<file path="src/sv/cdgs_pkg.sv">
package cdgs_pkg;

  localparam int MaxNesting = 255;
  localparam int DepthW = $clog2(MaxNesting + 1);
  localparam int KwLen = 5;
  localparam int KwPosW = $clog2(KwLen + 1);

  typedef logic [DepthW-1:0] depth_t;
  typedef logic [KwPosW-1:0] kw_pos_t;

  typedef enum logic [1:0] {
    VerdictUndecided = 2'd0,
    VerdictAccept    = 2'd1,
    VerdictReject    = 2'd2
  } verdict_t;

  typedef enum logic [1:0] {
    PhKeyword = 2'b01,
    PhBody    = 2'b10
  } phase_t;

  typedef enum logic [6:0] {
    SkNormal    = 7'b0000001,
    SkBs        = 7'b0000010,
    SkBsCr      = 7'b0000100,
    SkSlash     = 7'b0001000,
    SkLine      = 7'b0010000,
    SkBlock     = 7'b0100000,
    SkBlockStar = 7'b1000000
  } skip_t;

  typedef enum logic [2:0] {
    StrOut = 3'b001,
    StrIn  = 3'b010,
    StrEsc = 3'b100
  } str_t;

  localparam logic [7:0] ChEnd       = 8'h00;
  localparam logic [7:0] ChSemi      = 8'h3B;
  localparam logic [7:0] ChLBrace    = 8'h7B;
  localparam logic [7:0] ChLParen    = 8'h28;
  localparam logic [7:0] ChRParen    = 8'h29;
  localparam logic [7:0] ChQuote     = 8'h22;
  localparam logic [7:0] ChBackslash = 8'h5C;
  localparam logic [7:0] ChSlash     = 8'h2F;
  localparam logic [7:0] ChStar      = 8'h2A;
  localparam logic [7:0] ChNl        = 8'h0A;
  localparam logic [7:0] ChCr        = 8'h0D;

  function automatic logic [7:0] kw_letter(input kw_pos_t idx);
    logic [7:0] r;
    case (idx)
      kw_pos_t'(0): r = 8'h63;
      kw_pos_t'(1): r = 8'h6C;
      kw_pos_t'(2): r = 8'h61;
      default:      r = 8'h73;
    endcase
    return r;
  endfunction

  function automatic logic [7:0] fold(input logic [7:0] c);
    return (c >= 8'h41 && c <= 8'h5A) ? c + 8'd32 : c;
  endfunction

  function automatic logic is_word(input logic [7:0] c);
    return (c >= 8'h61 && c <= 8'h7A) || (c >= 8'h41 && c <= 8'h5A) ||
           (c >= 8'h30 && c <= 8'h39) || c == 8'h5F;
  endfunction

  function automatic logic is_space(input logic [7:0] c);
    return c == 8'h20 || c == 8'h09 || c == 8'h0A || c == 8'h0D ||
           c == 8'h0C || c == 8'h0B;
  endfunction

endpackage

</file>
<file path="src/sv/cdgs_ifs.sv">
interface cdgs_req_if;
  logic       valid;
  logic       ready;
  logic       start_req;
  logic       guard_allowed;
  logic [7:0] character;

  modport source (output valid, start_req, guard_allowed, character, input ready);
  modport sink (input valid, start_req, guard_allowed, character, output ready);
endinterface

interface cdgs_rsp_if;
  logic       valid;
  logic       ready;
  logic [1:0] verdict;

  modport source (output valid, verdict, input ready);
  modport sink (input valid, verdict, output ready);
endinterface

</file>
<file path="src/sv/class_declaration_guard_scanner_unit.sv">
// Scans a byte stream, one byte per item, for a class declaration guard: optional
// whitespace, continuations and comments, the keyword "class" in any letter case,
// then tokens up to a semicolon outside parentheses (verdict 1) or a brace outside
// parentheses, end of input (byte 0), a mismatch or a start without guard_allowed
// (verdict 2). Every item yields exactly one result; verdict 0 means undecided. A
// verdict holds until an item with start_req set. The block takes one item per clock
// cycle unless rsp.ready stalls the result; each result is offered after its item
// passes the input register, then the result register fed by the scanner state update.
module class_declaration_guard_scanner_unit (
  input logic clk,
  input logic rst,
  cdgs_req_if.sink   req,
  cdgs_rsp_if.source rsp
);

  logic       s1_valid;
  logic       s1_start;
  logic       s1_guard;
  logic [7:0] s1_char;
  logic       advance;

  cdgs_pkg::phase_t   phase, phase_next;
  cdgs_pkg::kw_pos_t  kw_pos, kw_pos_next;
  cdgs_pkg::skip_t    skip, skip_next;
  cdgs_pkg::str_t     str, str_next;
  cdgs_pkg::depth_t   depth, depth_next;
  cdgs_pkg::verdict_t decision, decision_next;

  logic       out_valid;
  logic [1:0] out_verdict;

  assign advance   = !out_valid || rsp.ready;
  assign req.ready = !s1_valid || advance;
  assign rsp.valid = out_valid;
  assign rsp.verdict = out_verdict;

  always_ff @(posedge clk) begin
    if (rst) begin
      s1_valid <= 1'b0;
    end else if (req.ready) begin
      s1_valid <= req.valid;
    end
    if (req.valid && req.ready) begin
      s1_start <= req.start_req;
      s1_guard <= req.guard_allowed;
      s1_char  <= req.character;
    end
  end

  always_comb begin
    logic done;
    logic tok;
    logic [7:0] c;
    c             = s1_char;
    phase_next    = phase;
    kw_pos_next   = kw_pos;
    skip_next     = skip;
    str_next      = str;
    depth_next    = depth;
    decision_next = decision;
    done          = 1'b0;
    tok           = 1'b0;
    if (s1_start) begin
      phase_next    = cdgs_pkg::PhKeyword;
      kw_pos_next   = '0;
      skip_next     = cdgs_pkg::SkNormal;
      str_next      = cdgs_pkg::StrOut;
      depth_next    = '0;
      decision_next = s1_guard ? cdgs_pkg::VerdictUndecided : cdgs_pkg::VerdictReject;
    end
    if (decision_next == cdgs_pkg::VerdictUndecided) begin
      if (phase_next == cdgs_pkg::PhKeyword && kw_pos_next != '0) begin
        if (kw_pos_next < cdgs_pkg::kw_pos_t'(cdgs_pkg::KwLen)) begin
          if (cdgs_pkg::fold(c) == cdgs_pkg::kw_letter(kw_pos_next)) begin
            kw_pos_next = kw_pos_next + 1'b1;
          end else begin
            decision_next = cdgs_pkg::VerdictReject;
          end
          done = 1'b1;
        end else if (cdgs_pkg::is_word(c)) begin
          decision_next = cdgs_pkg::VerdictReject;
          done = 1'b1;
        end else begin
          phase_next = cdgs_pkg::PhBody;
          skip_next  = cdgs_pkg::SkNormal;
        end
      end
      if (!done && phase_next == cdgs_pkg::PhBody && str_next != cdgs_pkg::StrOut) begin
        done = 1'b1;
        if (c == cdgs_pkg::ChEnd) begin
          decision_next = cdgs_pkg::VerdictReject;
        end else if (str_next == cdgs_pkg::StrEsc) begin
          str_next = cdgs_pkg::StrIn;
        end else if (c == cdgs_pkg::ChBackslash) begin
          str_next = cdgs_pkg::StrEsc;
        end else if (c == cdgs_pkg::ChQuote) begin
          str_next = cdgs_pkg::StrOut;
        end
      end
      if (!done) begin
        unique case (skip_next)
          cdgs_pkg::SkNormal: begin
            if (cdgs_pkg::is_space(c)) begin
              tok = 1'b0;
            end else if (c == cdgs_pkg::ChBackslash) begin
              skip_next = cdgs_pkg::SkBs;
            end else if (c == cdgs_pkg::ChSlash) begin
              skip_next = cdgs_pkg::SkSlash;
            end else begin
              tok = 1'b1;
            end
          end
          cdgs_pkg::SkBs: begin
            if (c == cdgs_pkg::ChCr) begin
              skip_next = cdgs_pkg::SkBsCr;
            end else if (c == cdgs_pkg::ChNl) begin
              skip_next = cdgs_pkg::SkNormal;
            end else if (c == cdgs_pkg::ChSlash) begin
              skip_next = cdgs_pkg::SkSlash;
            end else begin
              skip_next = cdgs_pkg::SkNormal;
              tok = 1'b1;
            end
          end
          cdgs_pkg::SkBsCr: begin
            if (c == cdgs_pkg::ChNl) begin
              skip_next = cdgs_pkg::SkNormal;
            end else if (c == cdgs_pkg::ChSlash) begin
              skip_next = cdgs_pkg::SkSlash;
            end else begin
              skip_next = cdgs_pkg::SkNormal;
              tok = 1'b1;
            end
          end
          cdgs_pkg::SkSlash: begin
            if (c == cdgs_pkg::ChSlash) begin
              skip_next = cdgs_pkg::SkLine;
            end else if (c == cdgs_pkg::ChStar) begin
              skip_next = cdgs_pkg::SkBlock;
            end else begin
              skip_next = cdgs_pkg::SkNormal;
              tok = 1'b1;
            end
          end
          cdgs_pkg::SkLine: begin
            if (c == cdgs_pkg::ChEnd) begin
              skip_next = cdgs_pkg::SkNormal;
              tok = 1'b1;
            end else if (c == cdgs_pkg::ChNl) begin
              skip_next = cdgs_pkg::SkNormal;
            end
          end
          cdgs_pkg::SkBlock: begin
            if (c == cdgs_pkg::ChEnd) begin
              skip_next = cdgs_pkg::SkNormal;
              tok = 1'b1;
            end else if (c == cdgs_pkg::ChStar) begin
              skip_next = cdgs_pkg::SkBlockStar;
            end
          end
          cdgs_pkg::SkBlockStar: begin
            if (c == cdgs_pkg::ChEnd) begin
              skip_next = cdgs_pkg::SkNormal;
              tok = 1'b1;
            end else if (c == cdgs_pkg::ChSlash) begin
              skip_next = cdgs_pkg::SkNormal;
            end else if (c != cdgs_pkg::ChStar) begin
              skip_next = cdgs_pkg::SkBlock;
            end
          end
          default: begin
            skip_next = cdgs_pkg::SkNormal;
            tok = 1'b1;
          end
        endcase
        if (tok) begin
          if (phase_next == cdgs_pkg::PhKeyword) begin
            if (cdgs_pkg::fold(c) == cdgs_pkg::kw_letter('0)) begin
              kw_pos_next = cdgs_pkg::kw_pos_t'(1);
            end else begin
              decision_next = cdgs_pkg::VerdictReject;
            end
          end else if (c == cdgs_pkg::ChEnd) begin
            decision_next = cdgs_pkg::VerdictReject;
          end else if (c == cdgs_pkg::ChQuote) begin
            str_next = cdgs_pkg::StrIn;
          end else if (c == cdgs_pkg::ChLParen) begin
            if (depth_next < cdgs_pkg::depth_t'(cdgs_pkg::MaxNesting)) begin
              depth_next = depth_next + 1'b1;
            end
          end else if (c == cdgs_pkg::ChRParen) begin
            if (depth_next != '0) begin
              depth_next = depth_next - 1'b1;
            end
          end else if (depth_next == '0) begin
            if (c == cdgs_pkg::ChSemi) begin
              decision_next = cdgs_pkg::VerdictAccept;
            end else if (c == cdgs_pkg::ChLBrace) begin
              decision_next = cdgs_pkg::VerdictReject;
            end
          end
        end
      end
    end
  end

  always_ff @(posedge clk) begin
    if (rst) begin
      phase     <= cdgs_pkg::PhKeyword;
      kw_pos    <= '0;
      skip      <= cdgs_pkg::SkNormal;
      str       <= cdgs_pkg::StrOut;
      depth     <= '0;
      decision  <= cdgs_pkg::VerdictUndecided;
      out_valid <= 1'b0;
    end else if (advance) begin
      out_valid <= s1_valid;
      if (s1_valid) begin
        phase    <= phase_next;
        kw_pos   <= kw_pos_next;
        skip     <= skip_next;
        str      <= str_next;
        depth    <= depth_next;
        decision <= decision_next;
      end
    end
  end

  always_ff @(posedge clk) begin
    if (advance && s1_valid) begin
      out_verdict <= decision_next;
    end
  end

  a_verdict_holds: assert property (@(posedge clk) disable iff (rst)
    (advance && s1_valid && !s1_start && decision != cdgs_pkg::VerdictUndecided)
      |-> decision_next == decision)
    else $error("verdict changed without a start");

  a_guard_blocked: assert property (@(posedge clk) disable iff (rst)
    (advance && s1_valid && s1_start && !s1_guard)
      |=> out_valid && out_verdict == cdgs_pkg::VerdictReject)
    else $error("disallowed guard not rejected");

  a_depth_bound: assert property (@(posedge clk) disable iff (rst)
    depth <= cdgs_pkg::depth_t'(cdgs_pkg::MaxNesting))
    else $error("nesting depth above limit");

  a_body_after_kw: assert property (@(posedge clk) disable iff (rst)
    phase == cdgs_pkg::PhBody |-> kw_pos == cdgs_pkg::kw_pos_t'(cdgs_pkg::KwLen))
    else $error("body phase without full keyword");

  a_kw_bound: assert property (@(posedge clk) disable iff (rst)
    kw_pos <= cdgs_pkg::kw_pos_t'(cdgs_pkg::KwLen))
    else $error("keyword position out of range");

endmodule
</file>
<file path="src/flat_wrapper.sv">
// flat-port wrapper written by rule: the top's interface ports become plain ports
module class_declaration_guard_scanner_unit_flat 
  (clk, rst, req_valid, req_start_req, req_guard_allowed, req_character, req_ready, rsp_valid, rsp_verdict, rsp_ready);
  cdgs_req_if req_i ();
  cdgs_rsp_if rsp_i ();
  input logic clk;
  input logic rst;
  input wire logic [$bits(req_i.valid)-1:0] req_valid;
  input wire logic [$bits(req_i.start_req)-1:0] req_start_req;
  input wire logic [$bits(req_i.guard_allowed)-1:0] req_guard_allowed;
  input wire logic [$bits(req_i.character)-1:0] req_character;
  output wire logic [$bits(req_i.ready)-1:0] req_ready;
  output wire logic [$bits(rsp_i.valid)-1:0] rsp_valid;
  output wire logic [$bits(rsp_i.verdict)-1:0] rsp_verdict;
  input wire logic [$bits(rsp_i.ready)-1:0] rsp_ready;
  assign req_i.valid = req_valid;
  assign req_i.start_req = req_start_req;
  assign req_i.guard_allowed = req_guard_allowed;
  assign req_i.character = req_character;
  assign req_ready = req_i.ready;
  assign rsp_valid = rsp_i.valid;
  assign rsp_verdict = rsp_i.verdict;
  assign rsp_i.ready = rsp_ready;
  class_declaration_guard_scanner_unit u_core (.clk(clk), .rst(rst), .req(req_i), .rsp(rsp_i));
endmodule
</file>
<file path="config.mk">
export PLATFORM = sky130hd
export DESIGN_NAME = class_declaration_guard_scanner_unit_flat
export DESIGN_NICKNAME = d
export VERILOG_FILES = /design/src/sv/cdgs_pkg.sv /design/src/sv/cdgs_ifs.sv /design/src/sv/class_declaration_guard_scanner_unit.sv /design/src/flat_wrapper.sv
export SDC_FILE = /design/constraint.sdc
export NUM_CORES = 1
export LEC_CHECK = 0
export BUFFER_PORTS_ARGS = -buffer_cell sky130_fd_sc_hd__buf_2
export CORE_MARGIN = 10
export CORE_UTILIZATION = 56
export CTS_BUF_LIST = sky130_fd_sc_hd__clkbuf_2 sky130_fd_sc_hd__clkbuf_4 sky130_fd_sc_hd__clkbuf_8
export DETAILED_ROUTE_END_ITERATION = 10
export PLACE_DENSITY_LB_ADDON = 0.12
export SLEW_MARGIN = 40
export SYNTH_ARGS = -nofsm -noshare
export SYNTH_HDL_FRONTEND = slang
export SYNTH_SLANG_ARGS = --single-unit
</file>
<file path="constraint.sdc">
create_clock -name clk -period 4.1 [get_ports clk]
set_clock_uncertainty 0.1 [all_clocks]
set_input_delay 0 -clock clk [delete_from_list [all_inputs] [get_ports clk]]
set_output_delay 0 -clock clk [all_outputs]
set_load 0.005 [all_outputs]
</file>
==> metrics.md <==
| Metric | Value |
|---|---|
| Status | `finished, final reports clean` |
| CTS resizes | `0` |
| Boundary pin count | `18` |
| Clock Latency Late Sink | `0.31 ns` |
| Util after Layout | `between 60% and 70%` |
| CTS Sinks | `39` |
| Slowest cell delay on critical path | `about 0.64 ns` |
| Fin crit share | `between 80% and 90%` |
| CTS root buffer | `clkbuf_8` |
| Critical path class | `reg2reg` |
| Vias in the first global route | `a little over 3,000` |
| First-pass GRT wire length | `15,000 µm` |
| Die height | `around 96 µm` |
| CP Max Fanout | `19` |
| ANT cells | `0` |
| Reg2Reg Depth | `8` |
| Async SR Flop Fraction | `0%` |
| Cell Area, Synth | `around 3200 µm²` |
| Most frequent cells in the layout | `nor2_1, nand2_1, a21oi_1, dfxtp_1, o21ai_0` |
| Area grow syn2layout | `9.43%` |
| Launching point of the worst reg2reg path | `u_core.s1_char[1]` |
| Synth Warn # | `0` |
| Syn Inst Count | `roughly 420` |
| Grt ovf | `0` |
| Drt pass-1 iters | `5` |
| Initial antenna violation count | `0` |
| Lkg Pwr | `roughly 1.2 nW` |
| Worst min path class | `in2reg` |
| MaxCap Viol Count | `0` |
| Delay-heaviest family, CP | `compound AO/OA/AOI/OAI gates` |
| Largest net degree at the start of global routing | `26` |
| Worst-Margin Slew | `between 0.7 and 0.8 ns` |
| Commonest non-fill, non-tap cell in the layout | `nor2_1` |
| Clk buf depth | `2` |
| Arr. time, crit path | `~3.6 ns` |
| Setup Fix Bufs, Post-CTS | `0` |
| # setup viols final | `0` |
| RSZ-0062 raised after global routing | `no` |
| Die width | `95.7 µm` |
| Most used DFF post-synth | `dfxtp_1` |
| Die area | `9160 µm²` |
| Hold depth | `2` |
| Crit-path cells | `or4_4 -> o21ai_1 -> o211ai_1 -> o21ai_0 -> a21oi_1 -> a221o_1 -> a211oi_2 -> mux2_1` |
| CP Capture Type | `flop` |
| Hold Fails Final Rpt | `0` |
| Clock transition at path regs | `around 0.090 ns` |
| Worst reg2reg path endpoint | `u_core.depth[2]` |
| FMAX | `about 0.29 GHz` |
| Final WL | `between 9000 and 10,000 µm` |
| Number of CTS-inserted buffers | `5` |
| Pwr Density | `231 nW/µm²` |
| Hold Crit Start | `rst` |
| CTS H-tree lvls | `2` |
| # port buffers | `17` |
| Sequential element share of the synthesized area | `between 20% and 30%` |
| Fill cells | `~480` |
| Crit path max-delay cell type | `edfxtp_1` |
| DR vias/cell | `approximately 6.5` |
| Average cell area after synthesis | `7.61 µm²` |
| Final GP Congestion | `just under 1` |
| Share of post-route cells with drive strength above 1 | `about 11%` |
| Seq cells post-synth | `39` |
| Hold Path End | `u_core.kw_pos[2]` |
| DR DRC count | `0` |
| Rows | `27` |
| Detailed Place HPWL | `roughly 6600 µm` |
| Drt wl/cell | `18.0 µm` |
| Post-Syn Nets | `444` |
| Final Max Tran Viols | `0` |
| CP Launch Type | `flop` |
| Post-synth EDFFs | `12` |
| NumNets Final | `~460` |
| Gr usage total | `around a fifth` |
| Fin crit period | `between 3 and 4 ns` |
| Antenna-violating nets left | `0` |
| Slew HR | `between 50% and 60%` |
| CTS tree | `yes` |
| Fin Setup TNS | `0 ns` |
| Vias post-DR | `around 3,300` |
| Critical path buffers and inverters | `0` |
| Initial DRC Count | `~230` |
| Starting Density | `~58%` |
| Distinct cells, synth | `between 70 and 80` |
| R2R setup slack | `approximately 0.61 ns` |
| Final Power | `a little over 0.8 mW` |
| Core area | `between 5000 and 6000 µm²` |
| Req. time, crit path | `around 4.2 ns` |
| Max VDD drop | `roughly 200 µV` |
-- worst register-to-register path, stage by stage, from the launching register on --
cell and delay [ns]:
edfxtp_1 0.64, or4_4 0.65, o21ai_1 0.15, o211ai_1 0.17, o21ai_0 0.38, a21oi_1 0.23
a221o_1 0.45, a211oi_2 0.27, mux2_1 0.34
-- worst max path at each step --
| stage | startpoint | endpoint | slack [ns] | cells after the start |
|---|---|---|---|---|
| after CTS | u_core.s1_char[1] | u_core.depth[2] | 0.65 | 9 |
| after global placement | u_core.s1_char[1] | u_core.depth[2] | 0.74 | 9 |
| after floorplan | u_core.s1_start | u_core.depth[2] | 0.98 | 13 |
| after detailed placement | u_core.s1_char[1] | u_core.depth[2] | 0.67 | 9 |
| after global routing | u_core.s1_char[1] | u_core.depth[2] | 0.38 | 9 |
| final | u_core.s1_char[1] | u_core.depth[2] | 0.61 | 8 |
-- synthesized netlist by cell type, types with 4 or more instances --
| library cell | number | area share, % |
|---|---|---|
| clkbuf_1 | 18 | 2.1 |
| nor2b_1 | 6 | 1.2 |
| inv_1 | 17 | 2.0 |
| or4_1 | 5 | 1.2 |
| nand2_1 | 40 | 4.7 |
| o211ai_1 | 7 | 1.6 |
| edfxtp_1 | 12 | 11 |
| a21oi_1 | 31 | 4.8 |
| nor2_1 | 42 | 4.9 |
| and2_1 | 8 | 1.6 |
| o22ai_1 | 8 | 1.6 |
| o31ai_1 | 7 | 1.6 |
| buf_2 | 5 | 0.78 |
| nand3_1 | 14 | 2.2 |
| nand2b_1 | 10 | 1.9 |
| ha_1 | 8 | 3.1 |
| and3_1 | 6 | 1.2 |
| nor4_1 | 11 | 2.1 |
| o21ai_0 | 22 | 3.4 |
| dfxtp_1 | 27 | 17 |
| mux2i_1 | 4 | 1.2 |
| a31oi_1 | 4 | 0.78 |
| o21ai_1 | 4 | 0.62 |
| nor3b_1 | 5 | 1.2 |
| nor3_1 | 13 | 2.0 |
| a211oi_1 | 6 | 1.4 |
| nand4_1 | 8 | 1.6 |
-- final cells by class --
| class | instances | area (µm²) | share of cell area [%] |
|---|---|---|---|
| tap | 72 | 90.1 | 2.56 |
| inverter | 19 | 71.3 | 2.03 |
| sequential | 39 | 901 | 25.6 |
| clock buffer | 5 | 68.8 | 1.96 |
| multi-input combinational | 336 | 2110 | 60.0 |
| timing repair buffer | 35 | 253 | 7.19 |
| clock inverter | 3 | 22.5 | 0.641 |
-- layer usage --
layer,vias to the layer above,part of all wire [%],GRT usage [%],routed length [µm]
met5,-,0,0,0
met4,0,1.2,6.02,112
met3,12,6.0,3.89,552
met2,130,47,33.1,4330
met1,1544,45,26.8,4150
li1,1614,-,-,-
-- sequential cells by signal, summed over array words and instances, names as in the netlist --
signal              count
u_core.s1_start         1
u_core.s1_char          8
u_core.rsp.valid        1
u_core.decision         2
u_core.s1_guard         1
u_core.kw_pos           3
u_core.phase            2
u_core.skip             7
u_core.s1_valid         1
u_core.depth            8
u_core.rsp.verdict      2
u_core.str              3
-- through the flow --
| stage | worst slack, ns | instance area (µm²) | cells | hold WS, ns |
|---|---|---|---|---|
| finish | 0.614 | 3510 | 509 | 0.0469 |
| detailed placement | 0.670 | 3290 | 488 | 0.0781 |
| global route | 0.379 | 3510 | 509 | 0.0712 |
| global placement | 0.738 | 3290 | 488 | 0.0784 |
| floorplan | 0.984 | 3210 | 422 | -0.00113 |
| CTS | 0.650 | 3510 | 509 | 0.0384 |
-- cell families (layout without fill, tap and decap cells) --
| family | Yosys count | after routing | share of synthesized area (%) |
|---|---|---|---|
| compound gates | 128 | 128 | 27.4 |
| fa+ha+maj | 8 | 8 | 3.12 |
| mux | 8 | 8 | 2.65 |
| simple gates | 188 | 188 | 31.4 |
| flops | 39 | 39 | 28.1 |
| xor+xnor | 4 | 4 | 1.09 |
| buf+inv | 47 | 62 | 6.31 |
-- where the power goes --
group / switching (mW) / internal, mW
logic: 0.0612 / 0.0394
registers: 0.0187 / 0.408
clock network: 0.161 / 0.122
total: 0.241 / 0.570
-- repair_timing --
item	in CTS	in global routing
endpoints found under the setup margin	0	0
endpoints found under the hold margin	12	0
hold buffers	13	0
(Power assumes the default switching activity.)
